[src/tbt_ram.sv]
// ----------------------------------------------------------------------------
// Generic RAM
// One write port and one read port with registered read data.
// ----------------------------------------------------------------------------
module tbt_ram #(
    parameter int WIDTH = 32,
    parameter int DEPTH = 32,
    parameter int AW    = (DEPTH > 1) ? $clog2(DEPTH) : 1
) (
    input  logic             clk,
    input  logic             we,
    input  logic [AW-1:0]    waddr,
    input  logic [WIDTH-1:0] wdata,
    input  logic [AW-1:0]    raddr,
    output logic [WIDTH-1:0] rdata
);

    logic [WIDTH-1:0] mem [DEPTH];

    always_ff @(posedge clk)
    begin
        if (we)
        begin
            mem[waddr] <= wdata;
        end
        rdata <= mem[raddr];
    end

endmodule

[config.mk]
export PLATFORM = sky130hd
export DESIGN_NAME = tbt_ram
export DESIGN_NICKNAME = d
export VERILOG_FILES = /design/src/tbt_ram.sv
export SDC_FILE = /design/constraint.sdc
export NUM_CORES = 1
export LEC_CHECK = 0
export ABC_AREA = 1
export BUFFER_PORTS_ARGS = -buffer_cell sky130_fd_sc_hd__buf_4
export CORE_MARGIN = 3
export CORE_UTILIZATION = 30
export DETAILED_ROUTE_END_ITERATION = 10
export SLEW_MARGIN = 25
export SYNTH_ARGS = -nofsm -noshare
export SYNTH_HDL_FRONTEND = slang
export SYNTH_SLANG_ARGS = --single-unit
[constraint.sdc]
create_clock -name clk -period 2.9 [get_ports clk]
set_input_delay 0.29 -clock clk [delete_from_list [all_inputs] [get_ports clk]]
set_output_delay 0.29 -clock clk [all_outputs]
set_load 0.05 [all_outputs]
* After elaboration in Yosys (flattened, before gate mapping)
Memory sizes are Yosys's and may differ from the RTL's. A register that Yosys moved wholly into a read port is not among the register bits. Cells that the tools add are included.
Word-level totals: bits in registers 0, memory bits (writable) 1024, output and inout port bits 32, word-level logic and storage cells 3, memories 1
Operators by class: mux-type cells 2
Memories:
- mem | depth 32, bits a word 32, rd ports 1, clocked after Yosys merged registers in 1, write ports 1, line 18 | logic [WIDTH-1:0] mem [DEPTH];
Operator list (number):
- 1-bit two-way mux | 2

* Longest topological paths before layout
Gate-level depths: netlist of the first run.
word-level depth 2, gate-level depth with buffers 12

* Worst setup path after synthesis of the first run
OpenSTA, ideal clock, no wires.
path kind input to register, start point input port waddr[0], end point memory mem[0][0], enable pin, library setup time 0.421 ns, arrival 1.945 ns, setup slack 0.534 ns, cell stages on the path 3, path buffers 0, path through inv_1 -> nand3_1 -> nor2_1
RTL lines:
- from (decl) | line 12 | input logic [AW-1:0] waddr,
- to (decl) | line 18
No word-level cell before the write port.

* Final worst setup path of the first run
start point register rdata[17], read port of mem, end point output port rdata[17]
RTL lines:
- from (decl) | line 15 | output logic [WIDTH-1:0] rdata
No word-level cell between the ends.

==> results of run 1 <==
per-stage QoR:
stage / setup slack [ps] / total power (W)
after floorplan: 534 / 0.0187
after global placement: 735 / 0.0195
after detailed placement: 727 / 0.0195
after CTS: 1100 / 0.0327
after global routing: 1070 / 0.0335
final: 1120 / 0.0325
final cells by class:
cell class                 count  area, sq um
antenna                        6         15.0
clock buffer                 130         2760
tap                         1876         2350
sequential                  1056        31400
fill                       13700        91100
clock inverter                60          573
timing repair buffer         164         1940
multi-input combinational   2252         9670
inverter                      10         67.6
flip-flops by register name, indices dropped and copies added (netlist names):
| name | flops |
|---|---|
| mem | 1024 |
| rdata | 32 |
metal layers:
layer  GRT usage  up-vias  share of wire
met5           0        -        0.00036
met4      0.0484        8          0.026
met3      0.0284      180          0.066
met2       0.268      938           0.50
met1       0.204    13300           0.41
li1            -    12500              -
cell families (layout without fill, tap and decap cells):
kind of cell,count (synthesis),count (layout),share of synthesized area
AND/OR/NAND/NOR,2252,2252,0.222
flip-flops,1056,1056,0.740
buffers and inverters,228,364,0.0374
other,0,6,0
worst paths after layout:
kind	endpoint	slack, ps	cells after the start
setup / recovery	rdata[17]	1120	1
hold / removal	mem[8][29]$_DFFE_PP_	40	1
setup reg to reg	rdata[20]$_DFF_P_	1680	8
hold reg to reg	rdata[16]$_DFF_P_	740	8
worst register-to-register path: stages, from the launching register on:
cell and delay [ps]:
edfxtp_1 360, nand2_1 70, nand3_1 80, nand3_1 110, nand2_1 110, nand2_1 90
nand2_1 50, nand2_1 50, nand2_1 140
report_power, final:
group / internal [W] / switching, W
Sequential: 0.0170 / 0.0000893
Combinational: 0.000580 / 0.00158
Clock: 0.00763 / 0.00565
Total: 0.0252 / 0.00733
placed cells by master (no fill, tap or decap):
master and instances:
buf_12 54, bufinv_16 10, dlygate4sd3_1 7, clkinvlp_4 7
nand3_1 780, clkinv_2 19, clkbuf_16 105, clkinv_1 20
buf_4 100, buf_6 1, clkbuf_1 21, inv_1 5
edfxtp_1 1024, inv_6 4, buf_8 2, nor2_4 32
inv_2 1, clkinv_4 1, nand2_1 1440, dfxtp_1 32
inv_16 2, inv_8 1, clkbuf_8 4, diode_2 6
repair_timing:
| item | 4_1_cts | 5_1_grt |
|---|---|---|
| hold buffers | 7 | 0 |
| hold endpoints to repair | 102 | 0 |
| setup buffers | 0 | 0 |
cells in the mapped netlist:
library cell  number
nand2_1         1440
inv_8              1
inv_1              7
buf_4             24
nor2_1            32
buf_1             18
buf_2             83
buf_6             66
clkbuf_1          24
dfxtp_1           32
nand3_1          780
inv_2              2
buf_8              3
edfxtp_1        1024
==> reports/results.txt, run 1 <==
CP top delay family = flip-flops
number of global-route vias before repair = 25,600
crit-path cells = buf_4
reg2reg start = mem[13][20]$_DFFE_PP_
sequential fraction of the synthesis area = 0.740
cell taking the most area after synthesis = edfxtp_1
Layout area overhead = 15.0%
max-slew violations = 0
GPL Wtd Cong = 0.742
I/O Buffers = 75
outcome = finished clean
row count = 137
slew margin rel. = 0.399
Setup TNS = 0 ps
hold violation total from the final report = 0
Slew @ Worst Pin = 902 ps
count of cell types in the netlist = 14
synthesis-stage register bit count = 1,056
clk root buf = clkbuf_16
DR vias/cell = 4.84
buffer and inverter count on the worst path = 1
H-Tree Level Count = 3
Syn Inst Count = 3,536
CP Class = reg2out
Die Y = 382 um
Hold/Removal Path Class = in2reg
initial antenna violation count = 11
Residual DRC = 0
unrepaired setup endpoints after global routing = false
Crit. Startpoint = rdata[17]$_DFF_P_
Peak VDD IR = 0.370 mV
CTS sink count = 1,056
Final Skew = 21.9 ps
final instance area = 48,800 sq um
pwr/cell area = 666 nW/um^2
initial cell density of the core = 0.303
hold_ws = 35.9 ps
placed inst area = 45,300 sq um
final wirelength = 118 mm
area of the core = 140,000 sq um
Mapped Nets = 3,580
Critical Path Max Stage Delay = 540 ps
CTS buffer count = 103
final setup vio count = 0
Max FO, Critical Path = 1
Worst EP required = 2610 ps
Critical Path AT = 1490 ps
share of layout cells above drive strength 1 = 0.0934
maxcap violations = 0
Routed WL per cell = 21.2 um
Clock transition at path regs = 60 ps
CTS tree = built
largest net degree at the start of global routing = 160
fmax = 561 MHz
Util after Layout = 0.349
Synth Area per Inst = 12.0 sq um
Final ANT Viol Nets = 0
Die Area = 146,000 sq um
first-pass GRT wire length = 173 mm
Max clock buf depth = 3
top cell type's share of synthesized area = 0.725
GRT Util Overall = 0.158
I/O pins = 76
beginning of the worst hold path = wdata[29]
via count = 26,900
hpwl dp = 55.5 mm
Clock Latency Late Sink = 670 ps
Ys Warns = 0
leak pwr = 17.4 nW
Tmin final = 1780 ps
global route total overflow = 0
Die W = 382 um
CP max stage cell = dfxtp_1
Net count, final = 3,631
final clock period utilization by the worst path = 0.615
Worst Setup End Kind = output port
Syn Std Cell Area = 42,400 sq um
Pre-antenna DRT Iters = 6
Post-Place Cells = 5,351
top post-synthesis cells by area = edfxtp_1, nand2_1, nand3_1
initial drt markers = 2,769
post-route insts no fill = 5,554
startpoint types = flip-flop
CTS resizes = 0
Power figures use the tool's default switching activity.
==> inputs of run 2 (changes only) <==
clock period = 1.7 ns   (was 2.9 ns; I/O delays follow)
==> reports/results.txt, run 2 (synthesis gave the netlist of run 1 again) <==
outcome = finished clean
Worst EP required = 1530 ps
GRT Util Overall = 0.161
Clock Latency Late Sink = 690 ps
share of layout cells above drive strength 1 = 0.114
CTS tree = built
unrepaired setup endpoints after global routing = false
max reg flops = 1,024
global route total overflow = 0
placed inst area = 46,500 sq um
GPL Wtd Cong = 0.784
via count = 27,600
Routed WL per cell = 21.1 um
clk root buf = clkbuf_16
I/O Buffers = 75
Clock transition at path regs = 60 ps
max-slew violations = 0
pre-CTS setup slack = 12.2 ps
I/O pins = 76
Max FO, Critical Path = 1
Final ANT Viol Nets = 0
biggest registers after layout = mem (1024), rdata (32)
hpwl dp = 66.7 mm
Critical Path Max Stage Delay = 500 ps
commonest cells after routing, fill and taps aside = nand2_1, edfxtp_1, nand3_1
CP max stage cell = dfxtp_1
CP top delay family = flip-flops
CTS buffer count = 102
Max clock buf depth = 3
initial antenna violation count = 3
first-pass GRT wire length = 176 mm
Die Area = 146,000 sq um
initial drt markers = 2,957
r2r setup slk = 480 ps
DR vias/cell = 4.86
Critical Path AT = 1450 ps
Layout area overhead = 18.4%
H-Tree Level Count = 3
maxcap violations = 0
Final Skew = 23.7 ps
CTS sink count = 1,056
worst setup margin = 76.8 ps
Net count, final = 3,748
Hold Path Stages = 6
final setup vio count = 0
fmax = 616 MHz
buffer and inverter count on the worst path = 1
fillers = 13,500
hold violation total from the final report = 0
largest net degree at the start of global routing = 72
Worst Setup End Kind = output port
leak pwr = 18.2 nW
R2R depth = 8
Util after Layout = 0.359
reg2reg start = mem[21][20]$_DFFE_PP_
pwr/cell area = 1110 nW/um^2
most common cell after layout, fill and taps aside = nand2_1
Die W = 382 um
final wirelength = 119 mm
row count = 137
initial cell density of the core = 0.303
crit-path cells = buf_4
final instance area = 50,200 sq um
Die Y = 382 um
Pre-antenna DRT Iters = 6
beginning of the worst hold path = raddr[3]
FF-to-FF End = rdata[20]$_DFF_P_
final clock period utilization by the worst path = 0.955
Tmin final = 1620 ps
Hold/Removal Path Class = in2reg
hold_ws = 139 ps
Peak VDD IR = 0.894 mV
startpoint types = flip-flop
number of global-route vias before repair = 26,300
Residual DRC = 0
slew margin rel. = 0.697
CP Class = reg2out
area of the core = 140,000 sq um
Top reg by flops = mem
Slew @ Worst Pin = 455 ps
Hold Crit Endpoint = rdata[14]$_DFF_P_
[run 2: worst max path at each step]
stage / depth (start not counted) / from / slack [ps] / end
2_1_floorplan: 3 / waddr[0] / -170 / mem[0][0]$_DFFE_PP_
5_1_grt: 1 / rdata[25]$_DFF_P_ / 20 / rdata[25]
4_1_cts: 1 / rdata[25]$_DFF_P_ / 5 / rdata[25]
6_report: 1 / rdata[25]$_DFF_P_ / 80 / rdata[25]
3_3_place_gp: 12 / raddr[0] / 40 / rdata[24]$_DFF_P_
3_5_place_dp: 11 / raddr[0] / 10 / rdata[5]$_DFF_P_
[run 2: worst register-to-register path: stages (launching register included)]
cell and delay (ps):
edfxtp_1 360, nand2_1 70, nand3_1 80, nand3_1 110
nand2_1 80, nand2_1 60, nand2_1 50, nand2_1 160
nand2_1 130
[run 2: what timing repair did]
item	4_1_cts	5_1_grt
gates cloned	0	0
pin swaps	0	0
gates resized for setup	1	1
setup endpoints to repair	1	1
hold buffers	34	0
endpoints found under the hold margin	1034	0
buffers inserted	0	0
[run 2: final cells by class]
cell class | instances | area (sq um) | share of cell area
Antenna cell | 3 | 7.51 | 0.000149
Clock buffer | 155 | 2930 | 0.0584
Clock inverter | 38 | 402 | 0.00800
Inverter | 10 | 67.6 | 0.00135
Multi-Input combinational cell | 2252 | 9670 | 0.193
Sequential cell | 1056 | 31400 | 0.625
Tap cell | 1876 | 2350 | 0.0467
Timing Repair Buffer | 282 | 3410 | 0.0679
[run 2: per-layer routing]
metal,global-route usage,vias to the layer above,wire [um],part of all wire
li1,-,12700,-,-
met1,0.219,13700,50800,0.43
met2,0.260,992,56100,0.47
met3,0.0317,196,8900,0.074
met4,0.0514,0,3640,0.030
met5,0,-,0,0
[run 2: stage by stage]
step                setup TNS [ps]  power [W]  instances
floorplan                  -156770     0.0319       3536
global placement                 0     0.0336       5442
detailed placement               0     0.0336       5442
CTS                              0     0.0562       5669
global route                     0     0.0576       5669
finish                           0     0.0557       5672
[run 2: report_power, final]
| part | total (W) | switching (W) | internal (W) |
|---|---|---|---|
| clock | 0.0226 | 0.00974 | 0.0129 |
| combinational | 0.00403 | 0.00280 | 0.00123 |
| sequential | 0.0291 | 0.000168 | 0.0289 |
| total | 0.0557 | 0.0127 | 0.0430 |
